File: config.mk
export PLATFORM = sky130hd
export DESIGN_NAME = double_ended_stack_allocator_top
export DESIGN_NICKNAME = d
export VERILOG_FILES = /design/src/design/desa_pkg.sv /design/src/design/desa_cell.sv /design/src/design/desa_stack.sv /design/src/design/double_ended_stack_allocator_top.sv
export SDC_FILE = /design/constraint.sdc
export NUM_CORES = 2
export LEC_CHECK = 0
export BUFFER_PORTS_ARGS = -buffer_cell sky130_fd_sc_hd__buf_2
export CORE_MARGIN = 5
export CORE_UTILIZATION = 55
export CTS_CLUSTER_SIZE = 14
export DETAILED_ROUTE_END_ITERATION = 12
export PLACE_DENSITY = 0.79
export SLEW_MARGIN = 5
export SYNTH_ARGS = -nofsm -noshare
export SYNTH_HDL_FRONTEND = slang
export SYNTH_HIERARCHICAL = 1
export SYNTH_SLANG_ARGS = --single-unit
File: constraint.sdc
create_clock -name clk -period 8.57 [get_ports clk]
set_input_delay 1.714 -clock clk [delete_from_list [all_inputs] [get_ports clk]]
set_output_delay 1.714 -clock clk [all_outputs]
set_load 0.005 [all_outputs]
File: src/design/desa_pkg.sv
`timescale 1ns / 1ps

package desa_pkg;

	localparam int unsigned STACK_DEPTH_DEF = 16;
	localparam int unsigned ADDR_BITS_DEF   = 16;

	localparam logic [16:0] ARENA_MAX    = 17'd65536;
	localparam logic [9:0]  HEADER_BYTES = 10'd8;
	localparam logic [3:0]  ALIGN_LG_MIN = 4'd2;
	localparam logic [3:0]  ALIGN_LG_MAX = 4'd8;

	localparam logic [2:0]  REG_ARENA_SIZE = 3'd0;

	typedef enum logic [1:0] {
		CMD_ALLOC_LOW  = 2'd0,
		CMD_FREE_LOW   = 2'd1,
		CMD_ALLOC_HIGH = 2'd2,
		CMD_FREE_HIGH  = 2'd3
	} cmd_t;

	typedef enum logic [1:0] {
		ST_OK      = 2'd0,
		ST_COLLIDE = 2'd1,
		ST_ORDER   = 2'd2,
		ST_FULL    = 2'd3
	} status_t;

	// Control of one side's stack: clear empties it, push and pop move the chain.
	typedef struct packed {
		logic clear;
		logic push;
		logic pop;
	} stack_ctl_t;

	typedef struct packed {
		logic full;
		logic empty;
	} stack_stat_t;

endpackage

File: src/design/desa_cell.sv
`timescale 1ns / 1ps

module desa_cell #(
	parameter int unsigned DW = 33
) (
	input  logic                  clk,
	input  desa_pkg::stack_ctl_t  ctl,
	input  logic [DW-1:0]         from_prev,
	input  logic [DW-1:0]         from_next,
	output logic [DW-1:0]         q
);

	logic [DW-1:0] data_q;

	// Push takes the entry from the cell above, pop takes it from the cell below.
	always_ff @(posedge clk) begin
		if (ctl.push) begin
			data_q <= from_prev;
		end else if (ctl.pop) begin
			data_q <= from_next;
		end
	end

	assign q = data_q;

endmodule

File: src/design/desa_stack.sv
`timescale 1ns / 1ps

module desa_stack #(
	parameter int unsigned DEPTH = 16,
	parameter int unsigned DW    = 33
) (
	input  logic                   clk,
	input  logic                   arst_n,
	input  desa_pkg::stack_ctl_t   ctl,
	input  logic [DW-1:0]          push_data,
	output logic [DW-1:0]          top_data,
	output desa_pkg::stack_stat_t  stat
);

	localparam int unsigned CW = $clog2(DEPTH + 1);

	logic [CW-1:0] count_q;
	logic [DW-1:0] cell_q [DEPTH];
	desa_pkg::stack_ctl_t cell_ctl;

	always_comb begin
		cell_ctl       = ctl;
		cell_ctl.clear = 1'b0;
		cell_ctl.push  = ctl.push && !ctl.clear && !stat.full;
		cell_ctl.pop   = ctl.pop && !ctl.clear && !stat.empty;
	end

	always_ff @(posedge clk or negedge arst_n) begin
		if (!arst_n) begin
			count_q <= '0;
		end else if (ctl.clear) begin
			count_q <= '0;
		end else if (cell_ctl.push) begin
			count_q <= count_q + CW'(1);
		end else if (cell_ctl.pop) begin
			count_q <= count_q - CW'(1);
		end
	end

	assign stat.full  = (count_q == CW'(DEPTH));
	assign stat.empty = (count_q == '0);

	for (genvar i = 0; i < DEPTH; i++) begin : g_cell
		logic [DW-1:0] prev_d;
		logic [DW-1:0] next_d;

		if (i == 0) begin : g_head
			assign prev_d = push_data;
		end else begin : g_body
			assign prev_d = cell_q[i-1];
		end

		if (i == DEPTH - 1) begin : g_tail
			assign next_d = cell_q[i];
		end else begin : g_inner
			assign next_d = cell_q[i+1];
		end

		desa_cell #(.DW(DW)) u_cell (
			.clk       (clk),
			.ctl       (cell_ctl),
			.from_prev (prev_d),
			.from_next (next_d),
			.q         (cell_q[i])
		);
	end

	assign top_data = cell_q[0];

endmodule

File: src/design/double_ended_stack_allocator_top.sv
`timescale 1ns / 1ps

// Double-ended stack allocator: carves one arena from both ends.
// Input stream (s_*): one command per transaction. s_tuser carries the command
// (alloc low, free low, alloc high, free high); s_tdata carries request size,
// alignment exponent and the handle to free.
// Output stream (m_*): exactly one result transaction per command, with the
// block address in m_tdata and the status code in m_tuser.
// Results are registered: the output register loads at the accepting edge.
// Throughput: one command per cycle unless stalled; the allocation checks and
// the tops are resolved in the accept cycle, and each side's saved entries live
// in a chain of cells that shifts by one place on every push or pop.
// Stall: results sit in an output register; while it is full and m_tready is
// low, s_tready drops and no command is taken. Nothing is lost or repeated.
// Reset: arena size returns to 65536 bytes, both tops and both stacks empty.
// No clearing pass: a write to the arena size register over the APB port
// reinitializes tops and stacks directly; write it only while idle.
module double_ended_stack_allocator_top #(
	parameter int unsigned STACK_DEPTH = desa_pkg::STACK_DEPTH_DEF,
	parameter int unsigned ADDR_BITS   = desa_pkg::ADDR_BITS_DEF
) (
	input  logic        clk,
	input  logic        arst_n,
	// APB configuration port
	input  logic        psel,
	input  logic        penable,
	input  logic        pwrite,
	input  logic [2:0]  paddr,
	input  logic [31:0] pwdata,
	output logic [31:0] prdata,
	output logic        pready,
	// command stream
	input  logic        s_tvalid,
	output logic        s_tready,
	input  logic [39:0] s_tdata,  // [15:0] request_size, [19:16] align_log2, [35:20] handle
	input  logic [1:0]  s_tuser,  // [1:0] command
	// result stream
	output logic        m_tvalid,
	input  logic        m_tready,
	output logic [15:0] m_tdata,  // [15:0] address
	output logic [1:0]  m_tuser   // [1:0] status
);

	localparam int unsigned AW = ADDR_BITS;
	localparam int unsigned DW = 17 + AW;

	// configuration
	logic [16:0] arena_q;
	logic        cfg_wr;
	logic [16:0] cfg_val;

	// allocator state
	logic [16:0] low_top_q;
	logic [16:0] high_top_q;

	// output register
	logic        m_tvalid_q;
	logic [15:0] m_addr_q;
	desa_pkg::status_t m_status_q;

	// stacks
	desa_pkg::stack_ctl_t  low_ctl, high_ctl;
	desa_pkg::stack_stat_t low_stat, high_stat;
	logic [DW-1:0] low_push, high_push, low_top_d, high_top_d;

	// decoded command
	logic               accept;
	desa_pkg::cmd_t     cmd;
	logic [15:0]        req_size;
	logic [3:0]         lg_raw, lg;
	logic [15:0]        handle;
	logic [8:0]         align;
	logic [9:0]         extra;
	logic [17:0]        amask;
	logic [AW-1:0]      handle_w;

	// low side arithmetic
	logic [17:0]        low_new;
	logic               low_coll;
	logic [17:0]        low_a;
	logic [AW-1:0]      low_a_w;

	// high side arithmetic
	logic [16:0]        need;
	logic [16:0]        high_diff;
	logic               high_coll;
	logic [17:0]        high_a;
	logic [AW-1:0]      high_a_w;

	// results of the current command
	logic [16:0]        low_top_nx, high_top_nx;
	logic [AW-1:0]      res_addr_w;
	desa_pkg::status_t  res_status;

	// --- configuration port ---
	assign pready = 1'b1;
	assign cfg_wr = psel && penable && pwrite && (paddr == desa_pkg::REG_ARENA_SIZE);

	// Clear the two low bits and saturate at the largest arena.
	always_comb begin
		cfg_val = {pwdata[16:2], 2'b00};
		if (cfg_val > desa_pkg::ARENA_MAX) begin
			cfg_val = desa_pkg::ARENA_MAX;
		end
	end

	assign prdata = (paddr == desa_pkg::REG_ARENA_SIZE) ? {15'd0, arena_q} : 32'd0;

	always_ff @(posedge clk or negedge arst_n) begin
		if (!arst_n) begin
			arena_q <= desa_pkg::ARENA_MAX;
		end else if (cfg_wr) begin
			arena_q <= cfg_val;
		end
	end

	// --- command decode ---
	assign s_tready = !m_tvalid_q || m_tready;
	assign accept   = s_tvalid && s_tready;

	assign cmd      = desa_pkg::cmd_t'(s_tuser);
	assign req_size = s_tdata[15:0];
	assign lg_raw   = s_tdata[19:16];
	assign handle   = s_tdata[35:20];

	// Clamp the alignment exponent into its supported range.
	always_comb begin
		lg = lg_raw;
		if (lg_raw < desa_pkg::ALIGN_LG_MIN) begin
			lg = desa_pkg::ALIGN_LG_MIN;
		end else if (lg_raw > desa_pkg::ALIGN_LG_MAX) begin
			lg = desa_pkg::ALIGN_LG_MAX;
		end
	end

	assign align = 9'd1 << lg;
	assign extra = desa_pkg::HEADER_BYTES + {1'b0, align};
	assign amask = {9'h1FF, ~(align - 9'd1)};

	// Handles and stored addresses are compared at ADDR_BITS bits.
	logic [32:0] handle_ext, low_a_ext, high_a_ext, res_addr_ext;
	assign handle_ext = {17'd0, handle};
	assign handle_w   = handle_ext[AW-1:0];

	// Low side: block grows up from the low top.
	assign low_new  = {1'b0, low_top_q} + {2'b00, req_size} + {8'd0, extra};
	assign low_coll = low_new >= {1'b0, high_top_q};
	assign low_a    = ({1'b0, low_top_q} + {8'd0, extra}) & amask;
	assign low_a_ext = {15'd0, low_a};
	assign low_a_w   = low_a_ext[AW-1:0];

	// High side: block grows down, address is taken above the new high top.
	assign need      = {1'b0, req_size} + {7'd0, extra};
	assign high_diff = high_top_q - need;
	assign high_coll = (high_top_q < need) || (high_diff <= low_top_q);
	assign high_a    = ({1'b0, high_diff} + {8'd0, extra}) & amask;
	assign high_a_ext = {15'd0, high_a};
	assign high_a_w   = high_a_ext[AW-1:0];

	assign low_push  = {low_top_q, low_a_w};
	assign high_push = {high_top_q, high_a_w};

	// --- next state and result ---
	always_comb begin
		low_top_nx     = low_top_q;
		high_top_nx    = high_top_q;
		res_addr_w     = '0;
		res_status     = desa_pkg::ST_OK;
		low_ctl        = '0;
		high_ctl       = '0;
		low_ctl.clear  = cfg_wr;
		high_ctl.clear = cfg_wr;

		case (cmd)
			desa_pkg::CMD_ALLOC_LOW: begin
				if (low_stat.full) begin
					res_status = desa_pkg::ST_FULL;
				end else if (low_coll) begin
					res_status = desa_pkg::ST_COLLIDE;
				end else begin
					low_ctl.push = accept;
					low_top_nx   = low_new[16:0];
					res_addr_w   = low_a_w;
				end
			end
			desa_pkg::CMD_FREE_LOW: begin
				if (low_stat.empty || (low_top_d[AW-1:0] != handle_w)) begin
					res_status = desa_pkg::ST_ORDER;
				end else begin
					low_ctl.pop = accept;
					low_top_nx  = low_top_d[DW-1:AW];
				end
			end
			desa_pkg::CMD_ALLOC_HIGH: begin
				if (high_stat.full) begin
					res_status = desa_pkg::ST_FULL;
				end else if (high_coll) begin
					res_status = desa_pkg::ST_COLLIDE;
				end else begin
					high_ctl.push = accept;
					high_top_nx   = high_diff;
					res_addr_w    = high_a_w;
				end
			end
			desa_pkg::CMD_FREE_HIGH: begin
				if (high_stat.empty || (high_top_d[AW-1:0] != handle_w)) begin
					res_status = desa_pkg::ST_ORDER;
				end else begin
					high_ctl.pop = accept;
					high_top_nx  = high_top_d[DW-1:AW];
				end
			end
			default: begin
				res_status = desa_pkg::ST_OK;
			end
		endcase
	end

	assign res_addr_ext = 33'(res_addr_w);

	// Tops: reinitialize on an arena write, load the next value on each accepted command.
	always_ff @(posedge clk or negedge arst_n) begin
		if (!arst_n) begin
			low_top_q  <= '0;
			high_top_q <= desa_pkg::ARENA_MAX;
		end else if (cfg_wr) begin
			low_top_q  <= '0;
			high_top_q <= cfg_val;
		end else if (accept) begin
			low_top_q  <= low_top_nx;
			high_top_q <= high_top_nx;
		end
	end

	// Output register: load on accept, drop valid once the result is taken.
	always_ff @(posedge clk or negedge arst_n) begin
		if (!arst_n) begin
			m_tvalid_q <= 1'b0;
		end else if (accept) begin
			m_tvalid_q <= 1'b1;
		end else if (m_tready) begin
			m_tvalid_q <= 1'b0;
		end
	end

	always_ff @(posedge clk) begin
		if (accept) begin
			m_addr_q   <= res_addr_ext[15:0];
			m_status_q <= res_status;
		end
	end

	assign m_tvalid = m_tvalid_q;
	assign m_tdata  = m_addr_q;
	assign m_tuser  = m_status_q;

	// --- saved-entry stacks, one chain of cells per side ---
	desa_stack #(.DEPTH(STACK_DEPTH), .DW(DW)) u_low_stack (
		.clk       (clk),
		.arst_n    (arst_n),
		.ctl       (low_ctl),
		.push_data (low_push),
		.top_data  (low_top_d),
		.stat      (low_stat)
	);

	desa_stack #(.DEPTH(STACK_DEPTH), .DW(DW)) u_high_stack (
		.clk       (clk),
		.arst_n    (arst_n),
		.ctl       (high_ctl),
		.push_data (high_push),
		.top_data  (high_top_d),
		.stat      (high_stat)
	);

endmodule

Word-level counts from Yosys, hierarchy flattened
Index checks and enable logic that the tools add are counted.
- equality and inequality tests: 13
- magnitude comparators: 6
- add/sub/neg operators: 12
- shift operators: 1
- bitwise logic cells: 3
- multiplexer cells: 106
- reductions and logical operators: 36
- operators with widths (cell ; count):
    2-to-1 mux 33 bit ; 60
    2-to-1 mux 17 bit ; 12
    one-hot mux 17 bit (2 select lines) ; 2
    2-to-1 mux 16 bit ; 4
    adder 16 x 10 -> 16 bit ; 2
    AND 16 bit ; 2
    != test 16 bit ; 2
    one-hot mux 16 bit (2 select lines) ; 1
    2-to-1 mux 5 bit ; 6
    adder 17 x 16 -> 18 bit ; 1
    adder 18 x 10 -> 18 bit ; 1
    greater-or-equal comparator 18 x 17 -> 1 bit ; 1
    != test 3 bit, second input constant ; 6
    adder 16 x 10 -> 17 bit ; 1
    greater-than comparator 17 bit, second input constant ; 1
    less-or-equal comparator 17 bit ; 1
    < comparator 17 bit ; 1
    subtractor 17 bit ; 1
    2-to-1 mux 1 bit ; 14
    logical AND 1 bit ; 12
    nonzero test 3 bit ; 4
    adder 4 x 9 -> 10 bit, first input constant ; 1
    adder 5 x 1 -> 5 bit, second input constant ; 2
    equality test 5 bit, second input constant ; 2
    18 further kinds ; 37
- input port bits: 84
- logic and storage cells: 217
- output and inout bits: 53
- register bits: 1136

Logic depth before layout (Yosys ltp)
- depth in word-level cells: 16
- gate-level depth with buffers: 37

Hierarchy
The synthesis kept the hierarchy.
- modules (own cells, without submodules) (module ; instances ; cells an instance ; seq. area each (um^2) ; area each (um^2)):
    desa_cell ; 32 ; 71 ; 991.0 ; 1549.0
    double_ended_stack_allocator_top ; 1 ; 1053 ; 1794.2 ; 8597.0
    desa_stack ; 2 ; 47 ; 125.1 ; 454.2

Least setup slack after synthesis
Ideal clock, no wire load.
- path type: input-to-reg
- start: input s_tdata[18]
- end: register u_high_stack.g_cell[0].u_cell.data_q[0], enable pin
- setup time: 0.392 ns
- slack: -1.159 ns
- path buffers: 3
- required time: 8.178 ns
- stages: 33
- data arrival time: 9.337 ns
- cell sequence: clkbuf_1 -> nand2b_1 -> nor3_1 -> ha_1 -> xor2_1 -> ha_1 -> or2_2 -> o311a_1 -> o311ai_0 -> a21oi_1 -> a31oi_1 -> ha_1 -> a21oi_1 -> o21ai_0 -> a21oi_1 -> nand2_1 -> a41o_1 -> a21oi_1 -> xnor2_1 -> ha_1 -> nand4_1 -> nor3_1 -> o31a_1 -> nor3_1 -> a211oi_1 -> nand3_2 -> inv_2 -> o21ai_4 -> or2_2 -> inv_1 -> buf_6 -> buf_12 -> or2_1
- RTL lines (what ; RTL line ; source):
    start: declaration ; double_ended_stack_allocator_top.sv:35 ; input logic [39:0] s_tdata,
    end signal: assignment ; desa_cell.sv:18 ; data_q <= from_prev;
    end signal: assignment ; desa_cell.sv:20 ; data_q <= from_next;
    end: declaration ; desa_cell.sv:13 ; logic [DW-1:0] data_q;

==> reports/qor.yml <==
worst_setup_path:
  slowest_stage: "fa_1"
  cp_max_fo: 28
  arrival_ns: 8.65
  slowest_delay_ns: 0.48
  path_delay_family: "compound AO/OA/AOI/OAI gates"
  path_buf_inv: 10
  path_class: "input pin to register"
  critPathMostFrequentCell: "inv_1"
  cp-start-kind: "input pin"
  required_ns: 8.99
  cp-end-kind: "register"
clock_network:
  clkSinkCount: 1134
  cts_buffers: 108
  cts-root-buf: "clkbuf_16"
  cts_hold_buf: 0
  clk_pin_slew_worst_paths_ns: 0.06
  h-tree-depth: 3
  cts_tree: "built"
  clock_latency_ns: 0.70
  clock_path_buffers: 3
timing:
  max-slew-margin-rel: 0.237
  tns_ns: 0
  max_freq_mhz: 122
  hold_violations: 0
  rsz0062_at_grt: "false"
  fin_crit_sh: 0.960
  setup_viol: 0
  worst_slack_ns: 0.344
  clock_skew_ns: 0.0350
  holdWs_ns: 0.467
  min_period_ns: 8.23
  worst_slew_pin_slew_ns: 1.14
  finalMaxSlewViolations: 0
synth:
  synthCells: 3417
  synth.cell_area_sq_mm: 0.0591
  synth.avg_cell_area_sq_um: 17.3
  yosysWarnings: 6
power_and_ir_drop:
  power_frac_seq: 0.391
  p_total_uw: 17900
  sw_frac_of_total: 0.323
  p_sw_uw: 5780
  p_clk_frac: 0.275
  p_int_uw: 12100
  p_comb_frac: 0.334
  leakage_uw: 0.0221
  power.density_mw_per_mm2: 271
  peakVddDrop_mv: 0.168
floorplan:
  rows: 120
  initial_core_util: 0.553
  core_sq_mm: 0.107
  dieArea_sq_mm: 0.114
  die_w_microns: 338
  die_y_microns: 338
  top_level_ports: 137
grt:
  grt_usage: 0.215
  antenna_found_initial: 16
  grt_max_degree: 61
  gr-total-overflow: 0
  grt_pass1_wl_microns: 191000
  grt_pass1_vias: 31600
detailed_routing:
  viasPerCell: 5.85
  wl_per_cell_microns: 23.9
  drcViolationCount: 0
  num_vias: 30800
  dr.pass1.iters: 5
  drt-initial-drc-count: 2878
  wirelength_microns: 126000
  ant_nets: 0
final_layout:
  finish.net_count: 3972
  fillCellCount: 7347
  drive_gt1_frac: 0.439
  fin_cells: 5268
  syn_to_final_growth_pct: 11.7
outcome:
  status: "completed"
flow_run:
  maxCapViolCount: 0
place:
  post-dp-hpwl_microns: 87000
  numPortBuffers: 97
  gp_congestion: 0.950
  dp_slack_ns: -0.438
  dp.cells: 5050
hold_path:
  min_path_type: "register to register"
-- power by group through the flow --
stage / registers (uW) / logic (uW) / clock network [uW]
global placement: 7090 / 5700 / 0
CTS: 6990 / 5890 / 5010
floorplan: 6890 / 4100 / 0
global route: 7010 / 6420 / 5240
finish: 6990 / 5980 / 4910
detailed placement: 7100 / 5840 / 0
-- worst min-delay path, delay by kind of cell (launching register included) --
kind	cells	cell delay [ns]
flip-flops	1	0.37
AND/OR/NAND/NOR	2	0.10
-- layer usage --
layer / vias up / global-route usage / routed length, microns
li1: 13700 / - / -
met1: 15800 / 0.301 / 55400
met2: 1064 / 0.343 / 58000
met3: 223 / 0.0430 / 8650
met4: 12 / 0.0677 / 3740
met5: - / 0 / 84
-- worst paths after layout --
kind,startpoint,endpoint,slack (ns),cells past startpoint
max in group asynchronous,arst_n,u_low_stack/count_q[3],6.76,2
min in group asynchronous,arst_n,low_top_q[3],1.22,2
worst min-delay path,arena_q[16],arena_q[16],0.47,2
worst max-delay path,s_tdata[16],u_low_stack/g_cell[14].u_cell/q[22],0.34,34
worst max register to register,low_top_q[1],u_low_stack/g_cell[14].u_cell/q[22],1.77,25
worst min register to register,arena_q[16],arena_q[16],0.47,2
-- cell type report --
class	count	area, sq um	share of cell area
inverters	96	372	0.00563
flip-flops and latches	1134	33800	0.512
diodes	10	25.0	0.000379
well taps	1403	1760	0.0266
repair buffers	378	3810	0.0577
clock inverters	71	719	0.0109
clock buffers	135	2940	0.0445
multi-input cells	2041	22600	0.343
-- placed cells by master (no fill, tap or decap), types with 31 or more instances in the layout --
| cell | n |
|---|---|
| xor2_1 | 46 |
| mux2_4 | 928 |
| clkbuf_16 | 112 |
| buf_2 | 97 |
| conb_1 | 38 |
| o21ai_0 | 36 |
| dfrtp_1 | 58 |
| edfxtp_1 | 1074 |
| inv_1 | 90 |
| a21oi_1 | 78 |
| nor2_1 | 52 |
| clkinv_2 | 31 |
| mux2_2 | 128 |
| nand2_1 | 124 |
| buf_12 | 97 |
| buf_4 | 184 |
| ha_1 | 112 |
| xnor2_1 | 48 |
-- registers in the layout (all words and copies together) (netlist names) --
signal,flops
m_tdata,16
u_high_stack/count_q,5
low_top_q,17
high_top_q,17
u_low_stack/g_cell.u_cell/q,528
m_tuser,2
arena_q,15
u_high_stack/g_cell.u_cell/q,528
m_tvalid,1
u_low_stack/count_q,5
-- stage by stage --
stage,area (sq um),utilization
2_1_floorplan,59300,-
3_3_place_gp,62300,0.582
3_5_place_dp,62300,0.582
4_1_cts,65900,0.617
5_1_grt,66000,0.617
6_report,66000,0.617
-- repair_timing --
item / CTS / global route
hold endpoints to repair: 0 / 0
endpoints found under the setup margin: 0 / 1056
resized for setup: 0 / 6
setup buffers: 0 / 2
Power figures use the tool's default switching activity.
